==> src/rtl/bmp_to_mono_bitmap_converter_core_macros.svh <==
// Assertion macros for the BMP to mono bitmap converter.
// Included by the RTL files that assert; depends on nothing else.
`ifndef BMP_TO_MONO_BITMAP_CONVERTER_CORE_MACROS_SVH
`define BMP_TO_MONO_BITMAP_CONVERTER_CORE_MACROS_SVH

// Check a property every clock, held off during reset.
`define BMC_ASSERT(label, prop, msg) \
   label: assert property (@(posedge clock) disable iff (reset) (prop)) else $error(msg);

// Check a property every clock, including during reset.
`define BMC_ASSERT_ALWAYS(label, prop, msg) \
   label: assert property (@(posedge clock) (prop)) else $error(msg);

`endif

==> src/rtl/bmc_pkg.sv <==
// Types and constants for the BMP to mono bitmap converter.
// No dependencies.
package bmc_pkg;

   localparam int unsigned PixelWidth   = 8;
   localparam int unsigned AddrWidth    = 13;
   localparam int unsigned DimWidth     = 8;
   localparam int unsigned BppWidth     = 3;
   localparam int unsigned SumWidth     = 10;
   localparam int unsigned CsrIdxWidth  = 2;
   localparam int unsigned CsrDataWidth = 8;

   // Register indexes of the configuration port
   localparam logic [CsrIdxWidth-1:0] CSR_IMAGE_WIDTH     = 2'd0;
   localparam logic [CsrIdxWidth-1:0] CSR_IMAGE_HEIGHT    = 2'd1;
   localparam logic [CsrIdxWidth-1:0] CSR_BYTES_PER_PIXEL = 2'd2;

   // Reset values of the registers
   localparam logic [DimWidth-1:0] RESET_IMAGE_WIDTH     = 8'd8;
   localparam logic [DimWidth-1:0] RESET_IMAGE_HEIGHT    = 8'd8;
   localparam logic [BppWidth-1:0] RESET_BYTES_PER_PIXEL = 3'd3;

   // One byte write of the output bitmap
   typedef struct packed {
      logic [AddrWidth-1:0]  byte_address;
      logic [PixelWidth-1:0] byte_value;
      logic                  last_of_image;
   } result_type;

endpackage

==> src/rtl/bmp_to_mono_bitmap_converter_core.sv <==
// BMP to mono bitmap converter, top level.
// Depends on bmc_pkg and bmp_to_mono_bitmap_converter_core_macros.svh.
//
//   channel | ports                                        | direction
//   --------+----------------------------------------------+----------
//   req     | req_valid req_ready req_pixel_byte           | in
//   rsp     | rsp_valid rsp_ready rsp_byte_address ...     | out
//   csr     | csr_valid csr_ready csr_index csr_data       | in
//
// A byte write is registered into the output register, or the skid entry
// while rsp stalls, on the transfer that completes it. The per-byte update
// (a sum, one compare, counters and a small multiply for the row address)
// is combinational, so a byte can be taken on every clock while req_ready
// is high. An output register plus a skid entry hold results; req_ready
// drops only while both are full. Reset (synchronous) clears all counters
// and loads width 8, height 8 and 3 bytes per pixel. csr is always ready.
module bmp_to_mono_bitmap_converter_core #(
   parameter int unsigned MAX_ROW_BYTES = 32
) (
   input  logic                                clock,
   input  logic                                reset,
   // pixel byte input
   input  logic                                req_valid,
   output logic                                req_ready,
   input  logic [bmc_pkg::PixelWidth-1:0]      req_pixel_byte,
   // byte write output
   output logic                                rsp_valid,
   input  logic                                rsp_ready,
   output logic [bmc_pkg::AddrWidth-1:0]       rsp_byte_address,
   output logic [bmc_pkg::PixelWidth-1:0]      rsp_byte_value,
   output logic                                rsp_last_of_image,
   // configuration writes
   input  logic                                csr_valid,
   output logic                                csr_ready,
   input  logic [bmc_pkg::CsrIdxWidth-1:0]     csr_index,
   input  logic [bmc_pkg::CsrDataWidth-1:0]    csr_data
);

`include "bmp_to_mono_bitmap_converter_core_macros.svh"

   localparam int unsigned RbWidth   = $clog2(MAX_ROW_BYTES + 1);
   localparam int unsigned ProdWidth = bmc_pkg::DimWidth + RbWidth + 1;
   localparam logic [RbWidth-1:0] RbMax = RbWidth'(MAX_ROW_BYTES);

   // Configuration registers
   logic [bmc_pkg::DimWidth-1:0] width_ff, width_in;
   logic [bmc_pkg::DimWidth-1:0] height_ff, height_in;
   logic [bmc_pkg::BppWidth-1:0] bpp_ff, bpp_in;

   // Walk state
   logic [bmc_pkg::DimWidth-1:0]   col_ff, col_in;
   logic [bmc_pkg::DimWidth-1:0]   row_ff, row_in;
   logic [1:0]                     bip_ff, bip_in;
   logic [bmc_pkg::SumWidth-1:0]   sum_ff, sum_in;
   logic [bmc_pkg::PixelWidth-1:0] acc_ff, acc_in;
   logic [1:0]                     phase_ff, phase_in;
   logic [1:0]                     pad_ff, pad_in;

   // Result buffer: output register and skid entry
   bmc_pkg::result_type out_ff, out_in, skid_ff, skid_in;
   logic                out_valid_ff, out_valid_in, skid_valid_ff, skid_valid_in;

   // Step logic
   logic                           req_xfer, rsp_xfer, push;
   logic [bmc_pkg::DimWidth-1:0]   eff_width;
   logic [2:0]                     eff_bpp;
   logic                           done;
   logic [bmc_pkg::SumWidth-1:0]   sum_next;
   logic [1:0]                     phase_next;
   logic [2:0]                     cnt;
   logic                           black, row_end;
   logic [bmc_pkg::PixelWidth-1:0] acc_next;
   logic [RbWidth-1:0]             row_bytes;
   logic [bmc_pkg::DimWidth-1:0]   flip_row;
   logic [ProdWidth-1:0]           addr_full;
   bmc_pkg::result_type            result;

   assign csr_ready = 1'b1;
   assign req_ready = !skid_valid_ff;
   assign req_xfer  = req_valid && req_ready;
   assign rsp_xfer  = out_valid_ff && rsp_ready;

   assign rsp_valid         = out_valid_ff;
   assign rsp_byte_address  = out_ff.byte_address;
   assign rsp_byte_value    = out_ff.byte_value;
   assign rsp_last_of_image = out_ff.last_of_image;

   // Effective register values: zero width acts as one, bytes per pixel
   // clamps to one..four
   always_comb begin
      eff_width = (width_ff == '0) ? bmc_pkg::DimWidth'(1) : width_ff;
      if (bpp_ff == '0) begin
         eff_bpp = 3'd1;
      end else if (bpp_ff > 3'd4) begin
         eff_bpp = 3'd4;
      end else begin
         eff_bpp = bpp_ff;
      end
   end

   // Row address: flipped row times row bytes plus byte column
   always_comb begin
      logic [RbWidth:0] rb_raw;
      rb_raw    = (RbWidth + 1)'((({1'b0, eff_width} + 9'd7) >> 3));
      row_bytes = (rb_raw > {1'b0, RbMax}) ? RbMax : rb_raw[RbWidth-1:0];
      flip_row  = height_ff - 8'd1 - row_ff;
      addr_full = ProdWidth'(flip_row) * ProdWidth'(row_bytes)
                + ProdWidth'(col_ff[7:3]);
   end

   // Configuration writes
   always_comb begin
      width_in  = width_ff;
      height_in = height_ff;
      bpp_in    = bpp_ff;
      if (csr_valid && csr_ready) begin
         case (csr_index)
            bmc_pkg::CSR_IMAGE_WIDTH: begin
               width_in = csr_data;
            end
            bmc_pkg::CSR_IMAGE_HEIGHT: begin
               height_in = csr_data;
            end
            bmc_pkg::CSR_BYTES_PER_PIXEL: begin
               bpp_in = csr_data[bmc_pkg::BppWidth-1:0];
            end
            default: begin
               // unmapped index: drop the write
            end
         endcase
      end
   end

   // Per-byte walk: skip padding, sum pixel bytes, threshold, pack bits
   always_comb begin
      col_in   = col_ff;
      row_in   = row_ff;
      bip_in   = bip_ff;
      sum_in   = sum_ff;
      acc_in   = acc_ff;
      phase_in = phase_ff;
      pad_in   = pad_ff;
      push     = 1'b0;

      done       = row_ff >= height_ff;
      sum_next   = sum_ff + bmc_pkg::SumWidth'(req_pixel_byte);
      phase_next = phase_ff + 2'd1;
      cnt        = {1'b0, bip_ff} + 3'd1;
      black      = sum_next < {eff_bpp, 7'd0};
      acc_next   = acc_ff | (bmc_pkg::PixelWidth'(black) << col_ff[2:0]);
      row_end    = ({1'b0, col_ff} + 9'd1) >= {1'b0, eff_width};

      result.byte_address  = addr_full[bmc_pkg::AddrWidth-1:0];
      result.byte_value    = acc_next;
      result.last_of_image = row_end && (({1'b0, row_ff} + 9'd1) >= {1'b0, height_ff});

      if (req_xfer && !done) begin
         phase_in = phase_next;
         if (pad_ff != 2'd0) begin
            // padding byte: count it down and drop it
            pad_in = pad_ff - 2'd1;
         end else if (cnt < eff_bpp) begin
            sum_in = sum_next;
            bip_in = cnt[1:0];
         end else begin
            sum_in = '0;
            bip_in = '0;
            if ((col_ff[2:0] != 3'd7) && !row_end) begin
               acc_in = acc_next;
               col_in = col_ff + 8'd1;
            end else begin
               push   = 1'b1;
               acc_in = '0;
               if (row_end) begin
                  col_in = '0;
                  row_in = row_ff + 8'd1;
                  pad_in = 2'd0 - phase_next;
               end else begin
                  col_in = col_ff + 8'd1;
               end
            end
         end
      end
   end

   // Result buffer: fill the output register first, spill into skid
   always_comb begin
      out_in        = out_ff;
      skid_in       = skid_ff;
      out_valid_in  = out_valid_ff;
      skid_valid_in = skid_valid_ff;
      if (skid_valid_ff) begin
         if (rsp_xfer) begin
            out_in        = skid_ff;
            skid_valid_in = 1'b0;
         end
      end else if (out_valid_ff) begin
         if (push && rsp_xfer) begin
            out_in = result;
         end else if (rsp_xfer) begin
            out_valid_in = 1'b0;
         end else if (push) begin
            skid_in       = result;
            skid_valid_in = 1'b1;
         end
      end else if (push) begin
         out_in       = result;
         out_valid_in = 1'b1;
      end
   end

   always_ff @(posedge clock) begin
      if (reset) begin
         width_ff      <= bmc_pkg::RESET_IMAGE_WIDTH;
         height_ff     <= bmc_pkg::RESET_IMAGE_HEIGHT;
         bpp_ff        <= bmc_pkg::RESET_BYTES_PER_PIXEL;
         col_ff        <= '0;
         row_ff        <= '0;
         bip_ff        <= '0;
         sum_ff        <= '0;
         acc_ff        <= '0;
         phase_ff      <= '0;
         pad_ff        <= '0;
         out_valid_ff  <= 1'b0;
         skid_valid_ff <= 1'b0;
      end else begin
         width_ff      <= width_in;
         height_ff     <= height_in;
         bpp_ff        <= bpp_in;
         col_ff        <= col_in;
         row_ff        <= row_in;
         bip_ff        <= bip_in;
         sum_ff        <= sum_in;
         acc_ff        <= acc_in;
         phase_ff      <= phase_in;
         pad_ff        <= pad_in;
         out_valid_ff  <= out_valid_in;
         skid_valid_ff <= skid_valid_in;
      end
   end

   // Payload registers carry no reset
   always_ff @(posedge clock) begin
      out_ff  <= out_in;
      skid_ff <= skid_in;
   end

   // The skid entry only fills behind a full output register
   `BMC_ASSERT(a_skid_behind_out, skid_valid_ff |-> out_valid_ff,
               "skid entry valid with empty output register")
   // A byte write is produced only while rows remain
   `BMC_ASSERT(a_push_in_image, push |-> (row_ff < height_ff) && req_xfer,
               "byte write produced outside the image")
   // Padding is skipped only between pixels
   `BMC_ASSERT(a_pad_between_pixels, (pad_ff != 2'd0) |-> (bip_ff == 2'd0 && sum_ff == '0),
               "padding pending inside a pixel")
   // A new result landing in the skid entry keeps the waiting one in place
   `BMC_ASSERT(a_skid_keeps_out, (out_valid_ff && !rsp_ready && push) |=>
               (skid_valid_ff && out_ff == $past(out_ff)),
               "stalled output overwritten by a new result")

endmodule

==> config.mk <==
export PLATFORM = sky130hd
export DESIGN_NAME = bmp_to_mono_bitmap_converter_core
export DESIGN_NICKNAME = d
export VERILOG_FILES = /design/src/rtl/bmc_pkg.sv /design/src/rtl/bmp_to_mono_bitmap_converter_core.sv
export VERILOG_INCLUDE_DIRS = /design/src /design/src/rtl
export SDC_FILE = /design/constraint.sdc
export NUM_CORES = 1
export LEC_CHECK = 0
export ABC_AREA = 1
export BUFFER_PORTS_ARGS = -buffer_cell sky130_fd_sc_hd__buf_4
export CAP_MARGIN = 20
export CORE_MARGIN = 4
export CORE_UTILIZATION = 55
export DETAILED_ROUTE_END_ITERATION = 6
export PLACE_DENSITY_LB_ADDON = 0.08
export SYNTH_ARGS = -nofsm -noshare
export SYNTH_HDL_FRONTEND = slang
export SYNTH_SLANG_ARGS = --single-unit
==> constraint.sdc <==
create_clock -name clock -period 8.3 [get_ports clock]
set_clock_uncertainty 0.2 [all_clocks]
set_input_delay 0.415 -clock clock [delete_from_list [all_inputs] [get_ports clock]]
set_output_delay 0.415 -clock clock [all_outputs]
set_load 0.01 [all_outputs]
==> results by stage <==
Status:
- The flow ran to the end, and the final reports show no timing, DRC or antenna violations.

Synthesis:
- For this run, asynchronously set or reset flops after synthesis account for 0%.
- After synthesis, the mean cell area works out to 8.19 sq um.
- Yosys mapped the design onto 49 distinct sky130hd cell types.
- For this run, the leading register cell type out of synthesis is sky130_fd_sc_hd__dfxtp_1.
- The count of warnings emitted by yosys is 0.
- The post-synthesis sequential area ratio is 34.3%.
- Synthesis produced 904 cells.
- The post-synthesis sequential element count is 105.
- In this run the cell area of the synthesized design comes to 7410 sq um.
- The synthesized design contains 44 enable-type register cells.
- When the netlist entered floorplanning its net count stood at 1,035.

Clock network:
- The number of sinks handled by clock tree synthesis is 105.
- Clock-pin slew was measured on the worst setup and hold paths at 0.08 ns.
- The number of buffers inserted for hold repair after clock tree synthesis is 0.
- The clock tree from TritonCTS is done.
- The clock reaches the later pin of the worst-skew pair after 0.36 ns.
- The clock buffer count from CTS is 9.
- The buffer depth of the longest clock path is 2.
- The number of levels in the clock H-tree is 3.
- After clock tree synthesis, the repair step resized 0 gates.
- In this run the post-CTS setup repair buffer count came out at 0.
- The cell at the root of the clock tree is sky130_fd_sc_hd__clkbuf_16.

Worst setup path:
- The family with the most delay on the worst path is adder cells.
- The cell seen most often among critical-path stages is sky130_fd_sc_hd__inv_1.
- The kind of start point of the critical path is a flip-flop.
- The delay of the slowest cell on the worst path is 0.54 ns.
- Counting both buffers and inverters, the worst setup path holds a total of 6.
- The critical path arrival is 5.65 ns.
- The worst setup path is of the flip-flop to flip-flop kind.
- The data required time at the worst endpoint is 8.21 ns.
- The critical path goes through inv_1 -> ha_1 -> inv_1 -> fa_1 -> o21ai_1 -> a21oi_1 -> o21ai_1 -> xor2_1 -> nor2_1 -> fa_1 -> fa_1 -> inv_1 -> fa_1 -> inv_1 -> ha_1 -> ha_1 -> inv_1 -> o21bai_1 -> a221oi_1 -> nand3_1 -> inv_1 -> nand2_1 -> and2_1.
- Of all nets on the critical path, the largest fanout is 6.
- For this design, the slowest cell found on the critical path is sky130_fd_sc_hd__fa_1.
- The internal reg-to-reg setup slack is 2.56 ns.
- STA classifies the critical path endpoint as a flip-flop.

Route:
- Dividing the detail-routed wire length by the instance count gives 13.7 um.
- The routed layout has 5,875 vias.
- The first TritonRoute pass finished after 5 iterations.
- The via density per instance is 5.22.
- The wire length reported by the detailed router is 15.4 mm.
- Once detail routing completed, the nets flagged for antenna violations numbered 0.
- The initial DRC count is 335.
- The detailed-route DRC error count is 0.

Finish:
- The number of filler cells placed in the layout is 1,150.
- Summing all multi-input logic gate instances after layout gives 4270 sq um.
- Compared with the post-synthesis result, the final layout area differs by 10.9%.
- The total inserted antenna cells is 0.
- The share of the core filled with cells is 62.3%.
- The storage element area is 2540 sq um.
- The final non-filler cell total is 1,126.
- The final net count is 1,076.
- Cells with a size suffix above 1 make up 10.3% of the layout.

Run:
- Across the run, the number of max-cap violations was 0.

STA:
- Setup repair after global routing left no endpoint under its margin.
- Setup violations remaining at the end of the flow were counted as 0.
- Headroom to the max-slew limit came out at 46.0%.
- The actual slew at the worst max-slew pin is 0.809 ns.
- Of the available clock period, the critical path in the final layout requires 69.2%.
- The setup TNS after final layout is 0 ns.
- The post-layout minimum cycle time is 5.74 ns.
- The number of max-slew violations in the final report is 0.
- The highest attainable clock frequency is 0.174 GHz.
- The number of hold violations in the final report is 0.

Global route:
- The first global-routing pass estimated 25.6 mm of wire.
- The aggregate global routing overflow is 0.
- Across every metal layer, demand over resource in global routing totals 20.9%.
- The initial antenna violation count is 0.
- The largest net degree at the start of global routing is 36.
- The via count of the first global-routing pass was 5,679.

Pwr:
- VDD sags by at most 0.117 mV.
- Power spread over the standard cell area amounts to 269 nW/um^2.
- The standby leakage power is 3.99 nW.
- The sum of internal, switching and leakage power is 2.21 mW.

Placed design:
- In this run the tool buffered the top-level ports with 46 buffer cells.
- Summed over all nets, the half-perimeter wirelength after detailed placement is 12.1 mm.
- The global placement routability congestion is 0.891.
- The number of placed instances, taps included is 1,109.

Floorplanning:
- The starting density of the core is 56.1%.
- In this run the standard cell core region covers 13,200 sq um.
- The number of placed I/O pins is 48.
- The floorplan step defined a die boundary enclosing 15,400 sq um.
- Measured along the y axis, the die boundary spans 124 um.
- The number of rows created at floorplan is 42.
- Measured along the x axis, the die boundary spans 124 um.

Hold path:
- The tightest min-delay check is of the input port to flip-flop type.
[synth_stat cells (all sizes together) (7+ instances only)]
cell type    n  area [sq um]
a21oi       74           378
buf          8          68.8
xor2        21           184
nand3       36           210
a31oi        7          58.8
or2          7          43.8
nand4       10          77.6
ha          80          1000
nand2      217           841
fa          28           561
inv        130           488
o21ai       41           216
edfxtp      44          1320
nor3        13          70.1
clkbuf      11          41.3
dfxtp       61          1220
nor2        78           315
xnor2       10          87.6
[power breakdown]
part           switching [mW]  internal, mW  total [mW]
sequential             0.0454         0.648       0.693
combinational           0.670         0.395        1.06
clock                   0.210         0.242       0.451
total                   0.925          1.28        2.21
[cells by family (layout without fill, tap and decap cells)]
| logic type | after synthesis | in the layout | share of synthesized area, % |
|---|---|---|---|
| compound gates | 142 | 142 | 11.0 |
| fa+ha+maj | 108 | 108 | 21.1 |
| other cells | 1 | 1 | 0.0506 |
| flops | 105 | 105 | 34.3 |
| xor+xnor | 31 | 31 | 3.67 |
| buf+inv | 149 | 195 | 8.08 |
| simple gates | 368 | 368 | 21.8 |
[metal layers]
layer | wire length, um | GRT usage (%) | up-vias
met5 | 0 | 0 | -
met4 | 209 | 7.32 | 0
met3 | 564 | 2.86 | 14
met2 | 7260 | 34.6 | 107
met1 | 7390 | 28.2 | 2726
li1 | - | - | 3028
[state kept, by name, summed over array words and instances (netlist names)]
name               count
skid_ff               22
rsp_byte_address      13
sum_ff                10
acc_ff                 8
col_ff                 8
height_ff              8
row_ff                 8
rsp_byte_value         8
width_ff               8
bpp_ff                 3
bip_ff                 2
pad_ff                 2
phase_ff               2
rsp_last_of_image      1
rsp_valid              1
skid_valid_ff          1
[path summary, 6_finish.rpt]
| check | cells past startpoint | startpoint | to |
|---|---|---|---|
| worst max-delay path | 23 | row_ff[0] | skid_ff[21] |
| worst min-delay path | 3 | csr_data[3] | height_ff[3] |
| worst max register to register | 23 | row_ff[0] | skid_ff[21] |
| worst min register to register | 2 | sum_ff[4] | sum_ff[4] |
[cells in the final DEF, fill, tap and decap left out, drive strengths merged, types with 2 or more instances in the layout]
master	count
and2	3
nor2	78
a31oi	7
xor2	21
or2	7
clkinv	2
o311ai	2
a21oi	74
dfxtp	61
nor3	13
o21a	5
buf	49
o21bai	5
clkbuf	10
inv	133
nand3	36
nand4	10
o211ai	4
xnor2	10
nand2	217
fa	28
edfxtp	44
ha	80
o21ai	41
[area by class of cell]
type                       instances  area share [%]
clock buffer                      10            2.79
tap                              176            2.68
sequential                       105            30.9
clock inverter                     6            1.02
inverter                         130            5.94
timing repair buffer              49            4.72
multi-input combinational        650            51.9
[worst reg2reg max path: cells and delay by family, from the launching register on]
kind | cells | cell delay (ns)
compound gates | 5 | 0.82
xor+xnor | 1 | 0.39
fa+ha+maj | 7 | 2.81
buf+inv | 6 | 0.52
flops | 1 | 0.33
simple gates | 4 | 0.43
[per-stage QoR]
step           instance area, sq um  hold slack [ns]  setup WS [ns]
5_1_grt                        8220           0.0824           2.21
3_3_place_gp                   7880            0.256           2.80
6_report                       8220           0.0849           2.56
2_1_floorplan                  7410            0.247           3.06
4_1_cts                        8190           0.0761           2.60
3_5_place_dp                   7880            0.264           2.64
(Power assumes the default switching activity.)
